**config.mk**
```make
export PLATFORM = sky130hd
export DESIGN_NAME = map_rule_ipv4_to_ipv6_address_flat
export DESIGN_NICKNAME = d
export VERILOG_FILES = /design/src/rtl/mr46_pkg.sv /design/src/rtl/mr46_chan_if.sv /design/src/rtl/mr46_cfg_regs.sv /design/src/rtl/mr46_field_stage.sv /design/src/rtl/mr46_pack_stage.sv /design/src/rtl/mr46_merge_stage.sv /design/src/rtl/map_rule_ipv4_to_ipv6_address.sv /design/src/flat_wrapper.sv
export SDC_FILE = /design/constraint.sdc
export NUM_CORES = 1
export LEC_CHECK = 0
export ABC_AREA = 0
export BUFFER_PORTS_ARGS = -buffer_cell sky130_fd_sc_hd__buf_2
export CORE_MARGIN = 2
export CORE_UTILIZATION = 54
export DETAILED_ROUTE_END_ITERATION = 8
export HOLD_SLACK_MARGIN = 0.03
export MAX_ROUTING_LAYER = met4
export PLACE_DENSITY_LB_ADDON = 0.1
export SLEW_MARGIN = 20
export SYNTH_ARGS = -nofsm -noshare
export SYNTH_HDL_FRONTEND = slang
export SYNTH_HIERARCHICAL = 1
export SYNTH_SLANG_ARGS = --single-unit
```
**constraint.sdc**
```tcl
create_clock -name clk -period 8 [get_ports clk]
set_input_delay 1.6 -clock clk [delete_from_list [all_inputs] [get_ports clk]]
set_output_delay 1.6 -clock clk [all_outputs]
set_load 0.02 [all_outputs]
```
**src/rtl/mr46_pkg.sv**
```systemverilog
package mr46_pkg;

  localparam int unsigned ADDR4_W  = 32;
  localparam int unsigned PORT_W   = 16;
  localparam int unsigned HALF_W   = 64;
  localparam int unsigned TAIL_W   = ADDR4_W + PORT_W;
  localparam int unsigned CFG_DW   = 64;
  localparam int unsigned CFG_AW   = 3;
  localparam int unsigned STAT_W   = 2;

  localparam logic [4:0] PSID_OFF_RST = 5'd6;

  typedef enum logic [CFG_AW-1:0] {
    REG_PREFIX_HIGH = 3'd0,
    REG_PREFIX_LEN  = 3'd1,
    REG_IPV4_LEN    = 3'd2,
    REG_EA_LEN      = 3'd3,
    REG_PSID_OFF    = 3'd4
  } cfg_idx_t;

  typedef enum logic [STAT_W-1:0] {
    ST_OK       = 2'd0,
    ST_BAD_PORT = 2'd1,
    ST_TOO_LONG = 2'd2
  } status_t;

  typedef struct packed {
    logic [HALF_W-1:0] prefix_high;
    logic [6:0]        prefix_len;
    logic [5:0]        ipv4_len;
    logic [5:0]        ea_len;
    logic [4:0]        psid_off;
  } cfg_t;

  // after field extraction
  typedef struct packed {
    status_t            status;
    logic [ADDR4_W-1:0] addr;
    logic [ADDR4_W-1:0] suffix;
    logic [PORT_W-1:0]  psid;
    logic [5:0]         p;
    logic [4:0]         q;
  } fld_t;

  // after packing the suffix and PSID
  typedef struct packed {
    status_t           status;
    logic [TAIL_W-1:0] tail;
    logic [6:0]        sh;
    logic [HALF_W-1:0] prefix_keep;
    logic [HALF_W-1:0] low;
  } pack_t;

  typedef struct packed {
    status_t           status;
    logic [HALF_W-1:0] high;
    logic [HALF_W-1:0] low;
  } res_t;

endpackage

```
**src/rtl/mr46_chan_if.sv**
```systemverilog
interface mr46_in_if;
  logic                           valid;
  logic                           ready;
  logic [mr46_pkg::ADDR4_W-1:0]   ipv4_addr;
  logic [mr46_pkg::PORT_W-1:0]    port_number;

  modport source (output valid, output ipv4_addr, output port_number, input ready);
  modport sink   (input valid, input ipv4_addr, input port_number, output ready);
endinterface

interface mr46_out_if;
  logic                           valid;
  logic                           ready;
  logic [mr46_pkg::HALF_W-1:0]    ipv6_high;
  logic [mr46_pkg::HALF_W-1:0]    ipv6_low;
  logic [mr46_pkg::STAT_W-1:0]    status;

  modport source (output valid, output ipv6_high, output ipv6_low, output status,
                  input ready);
  modport sink   (input valid, input ipv6_high, input ipv6_low, input status,
                  output ready);
endinterface

```
**src/rtl/mr46_cfg_regs.sv**
```systemverilog
module mr46_cfg_regs (
  input  logic                        clk,
  input  logic                        rst_n,
  input  logic                        cfg_we,
  input  logic [mr46_pkg::CFG_AW-1:0] cfg_index,
  input  logic [mr46_pkg::CFG_DW-1:0] cfg_data,
  output mr46_pkg::cfg_t              cfg
);

  mr46_pkg::cfg_t cfg_r;
  mr46_pkg::cfg_t cfg_nxt;

  always_comb begin
    cfg_nxt = cfg_r;
    if (cfg_we) begin
      case (mr46_pkg::cfg_idx_t'(cfg_index))
        mr46_pkg::REG_PREFIX_HIGH: cfg_nxt.prefix_high = cfg_data;
        mr46_pkg::REG_PREFIX_LEN:  cfg_nxt.prefix_len  = cfg_data[6:0];
        mr46_pkg::REG_IPV4_LEN:    cfg_nxt.ipv4_len    = cfg_data[5:0];
        mr46_pkg::REG_EA_LEN:      cfg_nxt.ea_len      = cfg_data[5:0];
        mr46_pkg::REG_PSID_OFF:    cfg_nxt.psid_off    = cfg_data[4:0];
        default: ; // unmapped index, write dropped
      endcase
    end
  end

  always_ff @(posedge clk) begin
    if (!rst_n) begin
      cfg_r.prefix_high <= '0;
      cfg_r.prefix_len  <= '0;
      cfg_r.ipv4_len    <= '0;
      cfg_r.ea_len      <= '0;
      cfg_r.psid_off    <= mr46_pkg::PSID_OFF_RST;
    end else begin
      cfg_r <= cfg_nxt;
    end
  end

  assign cfg = cfg_r;

endmodule

```
**src/rtl/mr46_field_stage.sv**
```systemverilog
module mr46_field_stage (
  input  logic                         clk,
  input  logic                         rst_n,
  input  mr46_pkg::cfg_t               cfg,
  input  logic                         up_valid,
  output logic                         up_ready,
  input  logic [mr46_pkg::ADDR4_W-1:0] ipv4_addr,
  input  logic [mr46_pkg::PORT_W-1:0]  port_number,
  output logic                         dn_valid,
  input  logic                         dn_ready,
  output mr46_pkg::fld_t               dn_data
);

  logic           vld_r;
  mr46_pkg::fld_t data_r;
  mr46_pkg::fld_t data_nxt;

  logic [5:0]  l4;
  logic [5:0]  p;
  logic [6:0]  l4_ea;
  logic [5:0]  q;
  logic [6:0]  a_q;
  logic [7:0]  len_sum;
  logic [6:0]  m_full;
  logic [3:0]  m;
  logic [15:0] port_win;
  logic        bad_port;
  logic        too_long;

  always_comb begin
    l4       = (cfg.ipv4_len > 6'd32) ? 6'd32 : cfg.ipv4_len;
    p        = 6'd32 - l4;
    l4_ea    = {1'b0, l4} + {1'b0, cfg.ea_len};
    q        = (l4_ea > 7'd32) ? 6'(l4_ea - 7'd32) : 6'd0;
    a_q      = {2'b00, cfg.psid_off} + {1'b0, q};
    bad_port = (q != 6'd0) && (a_q > 7'd16);
    len_sum  = {1'b0, cfg.prefix_len} + {2'b00, p} + {2'b00, q};
    too_long = len_sum > 8'd64;
    // right shift that brings the PSID down; only meaningful when a+q <= 16
    m_full   = 7'd16 - a_q;
    m        = m_full[3:0];
    port_win = port_number & (16'hFFFF >> cfg.psid_off);

    data_nxt.addr   = ipv4_addr;
    data_nxt.suffix = ipv4_addr & (32'hFFFF_FFFF >> l4);
    data_nxt.psid   = (q != 6'd0) ? (port_win >> m) : 16'h0000;
    data_nxt.p      = p;
    data_nxt.q      = q[4:0];
    if (bad_port) begin
      data_nxt.status = mr46_pkg::ST_BAD_PORT;
    end else if (too_long) begin
      data_nxt.status = mr46_pkg::ST_TOO_LONG;
    end else begin
      data_nxt.status = mr46_pkg::ST_OK;
    end
  end

  assign up_ready = !vld_r || dn_ready;

  always_ff @(posedge clk) begin
    if (!rst_n) begin
      vld_r <= 1'b0;
    end else if (up_ready) begin
      vld_r <= up_valid;
    end
  end

  always_ff @(posedge clk) begin
    if (up_valid && up_ready) begin
      data_r <= data_nxt;
    end
  end

  assign dn_valid = vld_r;
  assign dn_data  = data_r;

endmodule

```
**src/rtl/mr46_pack_stage.sv**
```systemverilog
module mr46_pack_stage (
  input  logic            clk,
  input  logic            rst_n,
  input  mr46_pkg::cfg_t  cfg,
  input  logic            up_valid,
  output logic            up_ready,
  input  mr46_pkg::fld_t  up_data,
  output logic            dn_valid,
  input  logic            dn_ready,
  output mr46_pkg::pack_t dn_data
);

  logic            vld_r;
  mr46_pkg::pack_t data_r;
  mr46_pkg::pack_t data_nxt;
  logic [7:0]      sh_full;

  always_comb begin
    // suffix then PSID, right-aligned; placed under the prefix next stage
    data_nxt.tail = (mr46_pkg::TAIL_W'(up_data.suffix) << up_data.q)
                  | mr46_pkg::TAIL_W'(up_data.psid);
    sh_full = 8'd64 - {1'b0, cfg.prefix_len} - {2'b00, up_data.p}
            - {3'b000, up_data.q};
    data_nxt.sh          = sh_full[6:0];
    data_nxt.prefix_keep = cfg.prefix_high & ~({mr46_pkg::HALF_W{1'b1}} >> cfg.prefix_len);
    data_nxt.low         = {16'h0000, up_data.addr, up_data.psid};
    data_nxt.status      = up_data.status;
  end

  assign up_ready = !vld_r || dn_ready;

  always_ff @(posedge clk) begin
    if (!rst_n) begin
      vld_r <= 1'b0;
    end else if (up_ready) begin
      vld_r <= up_valid;
    end
  end

  always_ff @(posedge clk) begin
    if (up_valid && up_ready) begin
      data_r <= data_nxt;
    end
  end

  assign dn_valid = vld_r;
  assign dn_data  = data_r;

endmodule

```
**src/rtl/mr46_merge_stage.sv**
```systemverilog
module mr46_merge_stage (
  input  logic            clk,
  input  logic            rst_n,
  input  logic            up_valid,
  output logic            up_ready,
  input  mr46_pkg::pack_t up_data,
  output logic            dn_valid,
  input  logic            dn_ready,
  output mr46_pkg::res_t  dn_data
);

  logic           vld_r;
  mr46_pkg::res_t data_r;
  mr46_pkg::res_t data_nxt;
  logic           ok;

  always_comb begin
    ok              = (up_data.status == mr46_pkg::ST_OK);
    data_nxt.status = up_data.status;
    // a shift of 64 only occurs with an empty tail
    data_nxt.high   = ok ? (up_data.prefix_keep
                            | (mr46_pkg::HALF_W'(up_data.tail) << up_data.sh))
                         : '0;
    data_nxt.low    = ok ? up_data.low : '0;
  end

  assign up_ready = !vld_r || dn_ready;

  always_ff @(posedge clk) begin
    if (!rst_n) begin
      vld_r <= 1'b0;
    end else if (up_ready) begin
      vld_r <= up_valid;
    end
  end

  always_ff @(posedge clk) begin
    if (up_valid && up_ready) begin
      data_r <= data_nxt;
    end
  end

  assign dn_valid = vld_r;
  assign dn_data  = data_r;

endmodule

```
**src/rtl/map_rule_ipv4_to_ipv6_address.sv**
```systemverilog
// MAP-T address builder: one IPv4 address and port beat in, one 128-bit IPv6
// address beat out, under a single mapping rule held in five config registers
// (prefix, prefix length, IPv4 prefix length, EA length, PSID offset). Three
// register stages (field extraction, suffix/PSID packing, final placement
// under the prefix), a new beat accepted every cycle while out_chan is not
// stalled. Each stage only holds while its successor is full and stalled, so
// a stall backs up cleanly.
// status reports a bad port field (q nonzero and a + q > 16) or a rule
// running past bit 64; in both cases the address halves come out as zero.
// Write config only while the pipe is empty.
module map_rule_ipv4_to_ipv6_address (
  input  logic                        clk,
  input  logic                        rst_n,
  mr46_in_if.sink                     in_chan,
  mr46_out_if.source                  out_chan,
  input  logic                        cfg_we,
  input  logic [mr46_pkg::CFG_AW-1:0] cfg_index,
  input  logic [mr46_pkg::CFG_DW-1:0] cfg_data
);

  mr46_pkg::cfg_t  cfg;

  // stage 1 -> 2
  logic            fld_valid;
  logic            fld_ready;
  mr46_pkg::fld_t  fld_data;

  // stage 2 -> 3
  logic            pack_valid;
  logic            pack_ready;
  mr46_pkg::pack_t pack_data;

  mr46_pkg::res_t  res_data;

  mr46_cfg_regs u_cfg (
    .clk       (clk),
    .rst_n     (rst_n),
    .cfg_we    (cfg_we),
    .cfg_index (cfg_index),
    .cfg_data  (cfg_data),
    .cfg       (cfg)
  );

  // stage 1: lengths, fault checks, IPv4 suffix mask, PSID cut from the port
  mr46_field_stage u_field (
    .clk         (clk),
    .rst_n       (rst_n),
    .cfg         (cfg),
    .up_valid    (in_chan.valid),
    .up_ready    (in_chan.ready),
    .ipv4_addr   (in_chan.ipv4_addr),
    .port_number (in_chan.port_number),
    .dn_valid    (fld_valid),
    .dn_ready    (fld_ready),
    .dn_data     (fld_data)
  );

  // stage 2: suffix and PSID joined, placement shift and prefix mask worked out
  mr46_pack_stage u_pack (
    .clk      (clk),
    .rst_n    (rst_n),
    .cfg      (cfg),
    .up_valid (fld_valid),
    .up_ready (fld_ready),
    .up_data  (fld_data),
    .dn_valid (pack_valid),
    .dn_ready (pack_ready),
    .dn_data  (pack_data)
  );

  // stage 3: tail shifted under the prefix; this register is the output beat
  mr46_merge_stage u_merge (
    .clk      (clk),
    .rst_n    (rst_n),
    .up_valid (pack_valid),
    .up_ready (pack_ready),
    .up_data  (pack_data),
    .dn_valid (out_chan.valid),
    .dn_ready (out_chan.ready),
    .dn_data  (res_data)
  );

  assign out_chan.ipv6_high = res_data.high;
  assign out_chan.ipv6_low  = res_data.low;
  assign out_chan.status    = res_data.status;

endmodule
```
**src/flat_wrapper.sv**
```systemverilog
// flat-port wrapper written by rule: the top's interface ports become plain ports
module map_rule_ipv4_to_ipv6_address_flat 
  (clk, rst_n, cfg_we, cfg_index, cfg_data, in_chan_valid, in_chan_ipv4_addr, in_chan_port_number, in_chan_ready, out_chan_valid, out_chan_ipv6_high, out_chan_ipv6_low, out_chan_status, out_chan_ready);
  mr46_in_if in_chan_i ();
  mr46_out_if out_chan_i ();
  input  logic clk;
  input  logic rst_n;
  input  logic cfg_we;
  input  logic [mr46_pkg::CFG_AW-1:0] cfg_index;
  input  logic [mr46_pkg::CFG_DW-1:0] cfg_data;
  input wire logic [$bits(in_chan_i.valid)-1:0] in_chan_valid;
  input wire logic [$bits(in_chan_i.ipv4_addr)-1:0] in_chan_ipv4_addr;
  input wire logic [$bits(in_chan_i.port_number)-1:0] in_chan_port_number;
  output wire logic [$bits(in_chan_i.ready)-1:0] in_chan_ready;
  output wire logic [$bits(out_chan_i.valid)-1:0] out_chan_valid;
  output wire logic [$bits(out_chan_i.ipv6_high)-1:0] out_chan_ipv6_high;
  output wire logic [$bits(out_chan_i.ipv6_low)-1:0] out_chan_ipv6_low;
  output wire logic [$bits(out_chan_i.status)-1:0] out_chan_status;
  input wire logic [$bits(out_chan_i.ready)-1:0] out_chan_ready;
  assign in_chan_i.valid = in_chan_valid;
  assign in_chan_i.ipv4_addr = in_chan_ipv4_addr;
  assign in_chan_i.port_number = in_chan_port_number;
  assign in_chan_ready = in_chan_i.ready;
  assign out_chan_valid = out_chan_i.valid;
  assign out_chan_ipv6_high = out_chan_i.ipv6_high;
  assign out_chan_ipv6_low = out_chan_i.ipv6_low;
  assign out_chan_status = out_chan_i.status;
  assign out_chan_i.ready = out_chan_ready;
  map_rule_ipv4_to_ipv6_address u_core (.clk(clk), .rst_n(rst_n), .in_chan(in_chan_i), .out_chan(out_chan_i), .cfg_we(cfg_we), .cfg_index(cfg_index), .cfg_data(cfg_data));
endmodule
```
==> summary.md <==
| Metric | Value |
|---|---|
| DRT iter0 DRCs | 2,161 |
| Number of instances resized during post-cts repair | 0 |
| Number of flops mapped to enable cells by yosys | 392 |
| Synth Cell Area | 0.0264 mm2 |
| Unrepaired setup endpoints after global routing | no |
| Count of different cell masters after synthesis | 97 |
| Share of post-route cells with drive strength above 1 | 20.9% |
| Clock sinks | 483 |
| Final Cycle Share | 85.1% |
| Most instantiated cells after synthesis | 392 x edfxtp_1, 271 x nand2_1, 156 x mux2i_1 |
| Peak VDD IR | 0.000155 V |
| Pin count of the biggest net entering global routing | 170 |
| Post-CTS repair timing setup buffer count | 0 |
| Starting Density | 54.3% |
| Fill count | 3,967 |
| CTS tree | done |
| Hold buffer count at CTS | 0 |
| Relative slew slack | 24.5% |
| Placed Instance Area | 0.0278 mm2 |
| Clock transition at path regs | 0.06 ns |
| Die height | 225 um |
| Final worst slack | 1.20 ns |
| Crit Path Category | flop to flop |
| Count of boundary I/O pins | 252 |
| Synth top area cells | edfxtp_1 45%, dfxtp_1 6.9%, mux2i_1 5.9% |
| Number of pins with negative max-slew slack in the final report | 0 |
| Ant. Diodes | 0 |
| Number of synthesized register bits | 483 |
| Required time worst endpoint | 8.29 ns |
| Cell Pwr Density | 210 mW/mm2 |
| DRC Markers | 0 |
| Outcome | complete, no violations |
| Final routed wire length divided by cell count | 25.1 um |
| Launching element of the worst setup path | u_core/u_cfg/cfg[16]$_SDFFE_PN0P_ |
| Tot Pwr | 0.00619 W |
| Final critical delay including setup and external delays | 6.80 ns |
| Tot GR Track Use | 31.0% |
| H-tree levels | 2 |
| Number of antenna violations at the first check in global routing | 3 |
| Launch instance of the worst register-to-register path | u_core/u_cfg/cfg[16]$_SDFFE_PN0P_ |
| Slew at the pin closest to its max-slew limit | 1.13 ns |
| DIE AREA | 0.0507 mm2 |
| Mapped Cells | 2,226 |
| Critical Path AT | 7.10 ns |
| Source-to-sink clock delay at the later pin of the worst-skew pair | 0.60 ns |
| Cell with the most instances after synthesis | edfxtp_1 |
| Total global routing overflow | 0 |
| Estimated wirelength of the detail-placed design | 55,700 um |
| Via count of the routed design | 19.1k |
| Vias in the first global route | 18.2k |
| Ys flop type | edfxtp_1 |
| Bufs on Longest Clock Path | 3 |
| First-pass iteration count of the detailed router | 6 |
| Total Negative Setup Slacks | 0 ns |
| Mapped Avg Cell Area | 11.9 um2 |
| Nets | 2,568 |
| Type of element capturing the critical path | flop |
| Post-placement worst setup slack | 1.29 ns |
| Mean number of vias per cell | 6.23 |
| Gpl congestion | 1.01 |
| Final setup violation count | 0 |
| First-pass GRT wire length | 114,000 um |
| Number of input and output port buffers inserted | 251 |
| Layout-stage area growth over the synthesis result | 11.5% |
| Residual antenna-violating net count after detailed routing | 0 |
| Root buf cell | clkbuf_16 |
| Highest achievable clock rate | 147 MHz |
| Final design area excluding fillers | 0.0294 mm2 |
| Final routed wirelength across all metal layers | 76,700 um |
| Sort of element at the start of the critical path | flop |
| Fraction of registers with async set/reset | 0% |
| Number of violations of the max-capacitance limit | 0 |
| Placement Rows | 81 |
| Register area share after synthesis | 51.5% |
| Area of the core region | 0.0486 mm2 |
| Final hold violation count | 0 |
| Worst min-delay path class | flop to flop |
| Worst Skew | 0.0247 ns |
| Cell type with the largest total area after synthesis | edfxtp_1 |
| Die boundary width | 225 um |
| Leakage | 11.0 nW |
| CTS buffer count | 51 |
| Area share of the largest cell type after synthesis | 44.6% |
| Top fanout value on the critical path | 28 |
| Beginning of the worst hold path | u_core/u_field/dn_data[63]$_DFFE_PP_ |
| Yosys warning count | 6 |
-- report_power, final --
part           internal, W  switching [W]  total [W]
Sequential         0.00283      0.0000743    0.00291
Clock              0.00134       0.000979    0.00232
Combinational     0.000358       0.000609   0.000966
-- registers in the layout, indices dropped and copies added (netlist names) --
name and count:
u_core/u_field/dn_data 93, u_core/u_pack/dn_data 169, u_core/u_merge/dn_valid 1, u_core/u_merge/dn_data 130
u_core/u_pack/dn_valid 1, u_core/u_cfg/cfg 88, u_core/u_field/dn_valid 1
-- per-stage QoR --
| step | cells | utilization (%) | hold WS (ns) |
|---|---|---|---|
| floorplan | 2241 | - | 0.400 |
| global placement | 2968 | 57.1 | 0.401 |
| detailed placement | 2968 | 57.1 | 0.405 |
| CTS | 3060 | 60.5 | 0.416 |
| global route | 3060 | 60.5 | 0.420 |
| finish | 3060 | 60.5 | 0.417 |
-- path summary, 6_finish.rpt --
check | end | slack, ns | cells past startpoint
max | u_core/u_field/dn_data[11]$_SDFFCE_PN0P_ | 1.20 | 18
min | u_core/u_pack/dn_data[20]$_DFFE_PP_ | 0.42 | 0
max reg2reg | u_core/u_field/dn_data[11]$_SDFFCE_PN0P_ | 1.20 | 18
min reg2reg | u_core/u_pack/dn_data[20]$_DFFE_PP_ | 0.42 | 0
-- per-layer routing --
layer  wire, um  track usage (%)
met5          0                -
met1      34000             44.2
met2      34100             45.0
met3       6790             7.14
met4       1940             7.84
-- final cells by class --
class | count | area (um2) | share of cell area (%)
flip-flops and latches | 483 | 13600 | 46.2
multi-input cells | 1520 | 11700 | 39.8
repair buffers | 279 | 1480 | 5.03
clock buffers | 71 | 1420 | 4.83
well taps | 622 | 778 | 2.64
inverters | 64 | 240 | 0.816
clock inverters | 21 | 221 | 0.752
-- cell usage in the layout, fill, tap and decap left out, types with 27 or more instances in the layout --
cell,instances
edfxtp_1,392
nand2_1,271
buf_2,250
mux2i_1,156
nor2_1,107
and2_1,100
dfxtp_1,91
a21oi_1,83
o21ai_0,73
mux4_2,63
inv_1,62
mux2_2,57
clkbuf_16,52
a21boi_0,42
ha_1,35
nand2b_1,29
buf_4,28
nand3_1,27
-- worst max-delay path: stages, from the launching register on --
cell and delay (ns):
dfxtp_1 0.86, nand2b_1 0.23, inv_1 0.12, ha_1 0.24, fa_1 0.40, nand3_1 0.11
and2_1 0.17, a41o_1 0.17, o211ai_1 0.16, and2_1 0.26, ha_1 0.81, inv_1 0.49
ha_1 0.94, clkinv_1 0.53, a221o_1 0.45, o31a_1 0.15, mux2i_1 0.19, nand2b_1 0.13
a21oi_1 0.07
-- cell families (layout without fill, tap and decap cells) --
kind of cell / Yosys count / count (layout) / share of synthesized area [%]
fa+ha+maj: 50 / 50 / 2.76
flops: 483 / 483 / 51.5
compound gates: 447 / 447 / 11.9
other cells: 1 / 16 / 0.0142
mux: 296 / 296 / 15.7
simple gates: 692 / 692 / 12.9
xor+xnor: 19 / 19 / 0.687
buf+inv: 238 / 435 / 4.51
Note: power is estimated with default switching activity, not from simulation.
